==> config.mk <==
export PLATFORM = sky130hd
export DESIGN_NAME = bhm_ctrl
export DESIGN_NICKNAME = d
export VERILOG_FILES = /design/src/rtl/core/bhm_pkg.sv /design/src/rtl/core/bhm_ctrl.sv
export SDC_FILE = /design/constraint.sdc
export NUM_CORES = 1
export LEC_CHECK = 0
export BUFFER_PORTS_ARGS = -buffer_cell sky130_fd_sc_hd__clkbuf_2
export CAP_MARGIN = 20
export CORE_AREA = 2 2 39 41
export DETAILED_ROUTE_END_ITERATION = 8
export DIE_AREA = 0 0 41 43
export PLACE_DENSITY = 0.54
export RECOVER_POWER = 25
export SYNTH_ARGS = -nofsm -noshare
export SYNTH_HDL_FRONTEND = slang
export SYNTH_SLANG_ARGS = --single-unit
==> constraint.sdc <==
create_clock -name clk -period 1.4 [get_ports clk]
set_input_delay 0.21 -clock clk [delete_from_list [all_inputs] [get_ports clk]]
set_output_delay 0.21 -clock clk [all_outputs]
set_load 0.02 [all_outputs]
==> src/rtl/core/bhm_pkg.sv <==
`timescale 1ns / 1ps
package bhm_pkg;

  localparam int LBA_W        = 48;
  localparam int SPB_W        = 17;
  localparam int WORDS_W      = 11;
  localparam int WIDX_W       = 10;
  localparam int WORD_W       = 64;
  localparam int BLK_SHIFT    = 5;
  localparam int CFG_IDX_W    = 2;
  localparam int CNT_W        = 32;
  localparam int MASK_WORDS_D = 1024;

  localparam logic [1:0] OP_REPAIR = 2'd0;
  localparam logic [1:0] OP_WRITE  = 2'd1;
  localparam logic [1:0] OP_READ   = 2'd2;

  localparam logic [2:0] IO_OK    = 3'd0;
  localparam logic [2:0] IO_NOMEM = 3'd1;
  localparam logic [2:0] IO_INVAL = 3'd2;
  localparam logic [2:0] IO_GEOM  = 3'd3;
  localparam logic [2:0] IO_PHYS  = 3'd4;

  localparam logic [2:0] ST_OK          = 3'd0;
  localparam logic [2:0] ST_MEDIA_TOXIC = 3'd4;

  localparam logic [1:0] H_TOXIC  = 2'd0;
  localparam logic [1:0] H_BRONZE = 2'd1;

  localparam logic [CFG_IDX_W-1:0] CFG_MASK_ENABLE = 2'd0;
  localparam logic [CFG_IDX_W-1:0] CFG_SECTORS     = 2'd1;
  localparam logic [CFG_IDX_W-1:0] CFG_MASK_WORDS  = 2'd2;

  localparam logic               ENABLE_RST  = 1'b1;
  localparam logic [SPB_W-1:0]   SECTORS_RST = 17'd8;
  localparam logic [WORDS_W-1:0] WORDS_RST   = 11'd1024;

  typedef struct packed {
    logic [1:0]        opcode;
    logic [LBA_W-1:0]  lba;
    logic [2:0]        io_status;
    logic [WIDX_W-1:0] word_index;
    logic [WORD_W-1:0] word_data;
  } req_t;

  typedef struct packed {
    logic [2:0]        status;
    logic [1:0]        prior_health;
    logic [1:0]        next_health;
    logic              mask_hit;
    logic [WORD_W-1:0] read_word;
  } rsp_t;

  typedef struct packed {
    logic load;
    logic div_start;
    logic mem_rd;
    logic finish;
    logic clear_step;
  } cmd_t;

  typedef struct packed {
    logic [1:0] op;
    logic       enable;
    logic       widx_ok;
    logic       in_range;
    logic       div_done;
    logic       clear_last;
    logic       rsp_free;
  } sts_t;

endpackage

==> src/rtl/core/bhm_ctrl.sv <==
`timescale 1ns / 1ps
module bhm_ctrl import bhm_pkg::*; (
  input  logic clk,
  input  logic rst,
  input  logic req_valid,
  output logic req_ready,
  input  sts_t sts,
  output cmd_t cmd
);

  localparam logic [2:0] S_CLEAR  = 3'd0;
  localparam logic [2:0] S_IDLE   = 3'd1;
  localparam logic [2:0] S_DECODE = 3'd2;
  localparam logic [2:0] S_DIV    = 3'd3;
  localparam logic [2:0] S_READ   = 3'd4;
  localparam logic [2:0] S_FIN    = 3'd5;

  logic [2:0] state;
  logic [2:0] state_next;

  always_comb begin
    state_next = state;
    cmd        = '0;
    case (state)
      S_CLEAR: begin
        cmd.clear_step = 1'b1;
        if (sts.clear_last) state_next = S_IDLE;
      end
      S_IDLE: begin
        if (req_valid) begin
          cmd.load   = 1'b1;
          state_next = S_DECODE;
        end
      end
      S_DECODE: begin
        if (sts.op == OP_REPAIR && sts.enable) begin
          cmd.div_start = 1'b1;
          state_next    = S_DIV;
        end else if (sts.op == OP_READ && sts.widx_ok) begin
          state_next = S_READ;
        end else begin
          state_next = S_FIN;
        end
      end
      S_DIV: begin
        if (sts.div_done) state_next = sts.in_range ? S_READ : S_FIN;
      end
      S_READ: begin
        cmd.mem_rd = 1'b1;
        state_next = S_FIN;
      end
      S_FIN: begin
        // hold until the output register is free
        if (sts.rsp_free) begin
          cmd.finish = 1'b1;
          state_next = S_IDLE;
        end
      end
      default: state_next = S_IDLE;
    endcase
  end

  always_ff @(posedge clk) begin
    if (rst) state <= S_CLEAR;
    else     state <= state_next;
  end

  assign req_ready = (state == S_IDLE);

endmodule

After elaboration in Yosys (flattened, before gate mapping)
Index checks and enable logic that the tools add are counted.
{"block": "totals", "regBits": 3, "out_inout_bits": 6, "word_cells": 32}
{"block": "op_classes", "eq_ne": 10, "muxes": 16, "reduce_logical": 5}
{"operator": "$pmux W3 S6", "count": 1}
{"operator": "$mux W3", "count": 5}
{"operator": "$mux W1", "count": 10}
{"operator": "$ne A2 B2 Y1 const B", "count": 4}
{"operator": "$eq A3 B2 Y1 const B", "count": 2}
{"operator": "$eq A3 B3 Y1 const B", "count": 2}
{"operator": "$reduce_and A4 Y1", "count": 1}
{"operator": "$eq A3 B1 Y1 const B", "count": 1}
{"operator": "$logic_not A3 Y1", "count": 1}
{"operator": "$eq A2 B2 Y1 const B", "count": 1}
{"operator": "$logic_and A1 B1 Y1", "count": 2}
{"operator": "$logic_not A2 Y1", "count": 1}

Depth between registers and ports, before layout
{"block": "depth", "ltp_word": 5, "depth_mapped": 4, "depth_no_buf": 3}

Least setup slack after synthesis
Ideal clock, no wire load.
{"block": "synth_path", "path_type": "register to output", "from": "register state[0]", "to": "output port cmd[3] (netlist bit)", "slack_ns": -0.271, "t_arrival_ns": 1.461, "path_buffers": 1, "path_stages_with_launch": 4, "cell_sequence": "dfxtp_1 > buf_4 > or4b_1 > nor3_1"}
{"item": "from (decl)", "line": "bhm_ctrl.sv:18", "source": "logic [2:0] state;"}
{"item": "from (signal assigned)", "line": "bhm_ctrl.sv:65", "source": "else state <= state_next;"}
{"item": "to (decl)", "line": "bhm_ctrl.sv:8", "source": "output cmd_t cmd"}

==> metrics.txt <==
initial antenna violation count=0; HPWL after DPL=617 um; max reg flops=3; fmax=637 MHz; setup ws final=-0.171 ns; Die H=43 um; failing checks=negative setup slack; WP data required=1.19 ns; layout cells sized above 1=62.7%; complex-gate fraction of the synthesized area=18.3%; 1st-pass router iterations=2; first-pass GRT wire length=1130 um; GPL Wtd Cong=0.686; fill count=154; CTS tree=done; Max FO, Critical Path=2; worst hold slack=0.184 ns; final setup fails=2; actual slew at the worst max-slew pin=0.278 ns; crit path kind=reg2out; worst IR drop on VDD=0.328 mV; area of the mapped netlist=273 sq um; Die ar.=1760 sq um; worst hold stages=2; RSZ-0062 raised after global routing=yes; non-filler instance count after layout=75; total CTS buffers=3; routed wire length=763 um; Worst Hold Class=in2reg; Post-Synth Simple-Gate Area=45.0%; deepest level of the CTS H-tree=1; worst skew pair latency=0.23 ns; most flop-heavy register=state; Design Power=0.000443 W; XOR/XNOR Fraction of Synth Area=0%; Net Count, Synth=46; Synth Area in Adders=0%; slew margin rel.=81.2%; Power Density=878 nW/um^2; main combinational cell family by area after synthesis=simple AND/OR/NAND/NOR gates; Net Switching=0.000139 W; gr usage total=9.54%; die width=41 um; Clk pwr share=33.4%; # rows=14; Crit. End Element=primary output; Initial Utilization=19.7%; Clock Root Buffer=clkbuf_4; Leakage Power=0.218 nW; post-synth top area cell=dfxtp_1; Final Max Tran Viols=0; Fin. Hold Viols=0; Ant. Diodes=0; mean routed wirelength per cell=10.2 um; Syn Area/Cell=7.79 sq um; Clock Tree Buf Depth=2; switching share of power=31.3%; min cycle time layout=1.57 ns; post-route ant nets=0; Core Area=1380 sq um; Sink Count=3; vias in the first global route=326; #FFs+latches synth=3; final core utilization=36.4%; I/O Buffers=16; DRT iter0 DRCs=4; WP data arrival=1.36 ns; max-cap viol count=0; Synth Instances=35; post-route setup TNS=-0.237 ns; Area Overhead vs Synth=84.9%; routed vias/inst=4.64; R2R cell count=6; fin crit share=112%; io pins=17; top cell type's share of synthesized area=22.0%; gr ovfl total=0; R2R setup slack=0.02 ns; outcome=complete, but fails checks; Synthesis Warnings=0; Setup Skew=0.00385 ns; DRC=0; Combinational Power Share=42.4%; mux contribution to synthesized area=7.80%; Synth cell types=25; CTS clk-pin slew, worst paths=0.04 ns; placed cells=68; crit start category=flip-flop; Seq/Total Area, Yosys=22.0%; sequential share of power=24.2%; top flop regs=state (3); top cells by area, synth=dfxtp_1, nor3_1, a2111oi_2; via count=348; pin count of the biggest net entering global routing=11; NumNets Final=71; Int Power=0.000304 W
cell families after synthesis:
| logic type | count (synthesis) |
|---|---|
| AOI/OAI and AO/OA | 6 |
| buffers and inverters | 4 |
| DFF | 3 |
| muxes | 2 |
| and+or+nand+nor | 20 |
critical path, stage by stage (launching register included):
cell and delay (ns):
dfxtp_2 0.31, or4b_4 0.55, nor3_4 0.13, buf_6 0.14
cells in the mapped netlist:
| master | instances |
|---|---|
| nand2b_1 | 2 |
| dfxtp_1 | 3 |
| a32oi_1 | 1 |
| and2_1 | 1 |
| nand3_1 | 2 |
| inv_1 | 1 |
| nor2b_1 | 1 |
| buf_4 | 1 |
| nor4bb_1 | 1 |
| a22oi_1 | 1 |
| or4b_1 | 1 |
| or3_1 | 1 |
| a2111oi_2 | 1 |
| clkbuf_1 | 1 |
| nor4b_1 | 1 |
| mux2i_1 | 1 |
| nor2_1 | 2 |
| nor3_1 | 3 |
| mux2_2 | 1 |
| nor3b_1 | 2 |
| or2b_1 | 1 |
| inv_2 | 1 |
| a21oi_1 | 2 |
| o31a_1 | 1 |
| nand2_1 | 2 |
final cells by class:
type                            count  area, sq um  area share [%]
Tap cell                           16         20.0            3.97
Sequential cell                     3         63.8            12.7
Inverter                            2         7.51            1.49
Timing Repair Buffer               22          155            30.8
Clock buffer                        4         26.3            5.21
Multi-Input combinational cell     28          231            45.9
power by group through the flow:
stage / combinational [W] / sequential [W] / clock (W)
2_1_floorplan: 0.0000949 / 0.000102 / 0
3_3_place_gp: 0.000140 / 0.000107 / 0
3_5_place_dp: 0.000141 / 0.000107 / 0
4_1_cts: 0.000173 / 0.000106 / 0.000157
5_1_grt: 0.000201 / 0.000109 / 0.000165
6_report: 0.000187 / 0.000107 / 0.000148
routing by layer:
layer / GRT usage (%) / share of wire (%)
met1: 9.65 / 42
met2: 15.6 / 52
met3: 3.14 / 5.8
met4: 6.00 / 0
met5: 0 / 0
through the flow:
step                cell area, sq um  setup WS (ns)
global placement                 394         0.0363
global route                     504         -0.239
detailed placement               394        -0.0134
finish                           504         -0.171
CTS                              473         -0.215
floorplan                        283         -0.111
final timing paths:
check,from,to
setup / recovery,state[0]$_SDFFE_PP0P_,cmd[3]
hold / removal,rst,state[1]$_SDFFE_PP0P_
setup reg to reg,state[0]$_SDFFE_PP0P_,state[1]$_SDFFE_PP0P_
hold reg to reg,state[1]$_SDFFE_PP0P_,state[1]$_SDFFE_PP0P_
cells in the final DEF, fill, tap and decap left out:
cell,n
clkbuf_2,10
buf_4,7
clkbuf_4,3
buf_6,3
dfxtp_2,3
nand2b_1,2
nor3_1,2
a21oi_1,2
nand3_1,2
inv_2,1
or4b_4,1
nor3_4,1
nor3b_4,1
nor2_2,1
nand2_2,1
nor2_1,1
and2_4,1
mux2_4,1
mux2i_1,1
or2b_1,1
nor4bb_1,1
a22oi_1,1
inv_1,1
o31a_1,1
nor2b_1,1
or3_1,1
nand2_1,1
nor4b_1,1
a32oi_1,1
nor3b_1,1
a2111oi_2,1
clkbuf_1,1
buf_2,1
clkbuf_8,1
what timing repair did:
action | CTS | global route
gates resized for setup | 12 | 12
hold buffers | 0 | 0
pin swaps | 2 | 1
setup buffers | 2 | 1
setup endpoints to repair | 3 | 7
No activity file was read; power rests on OpenSTA's default activity.
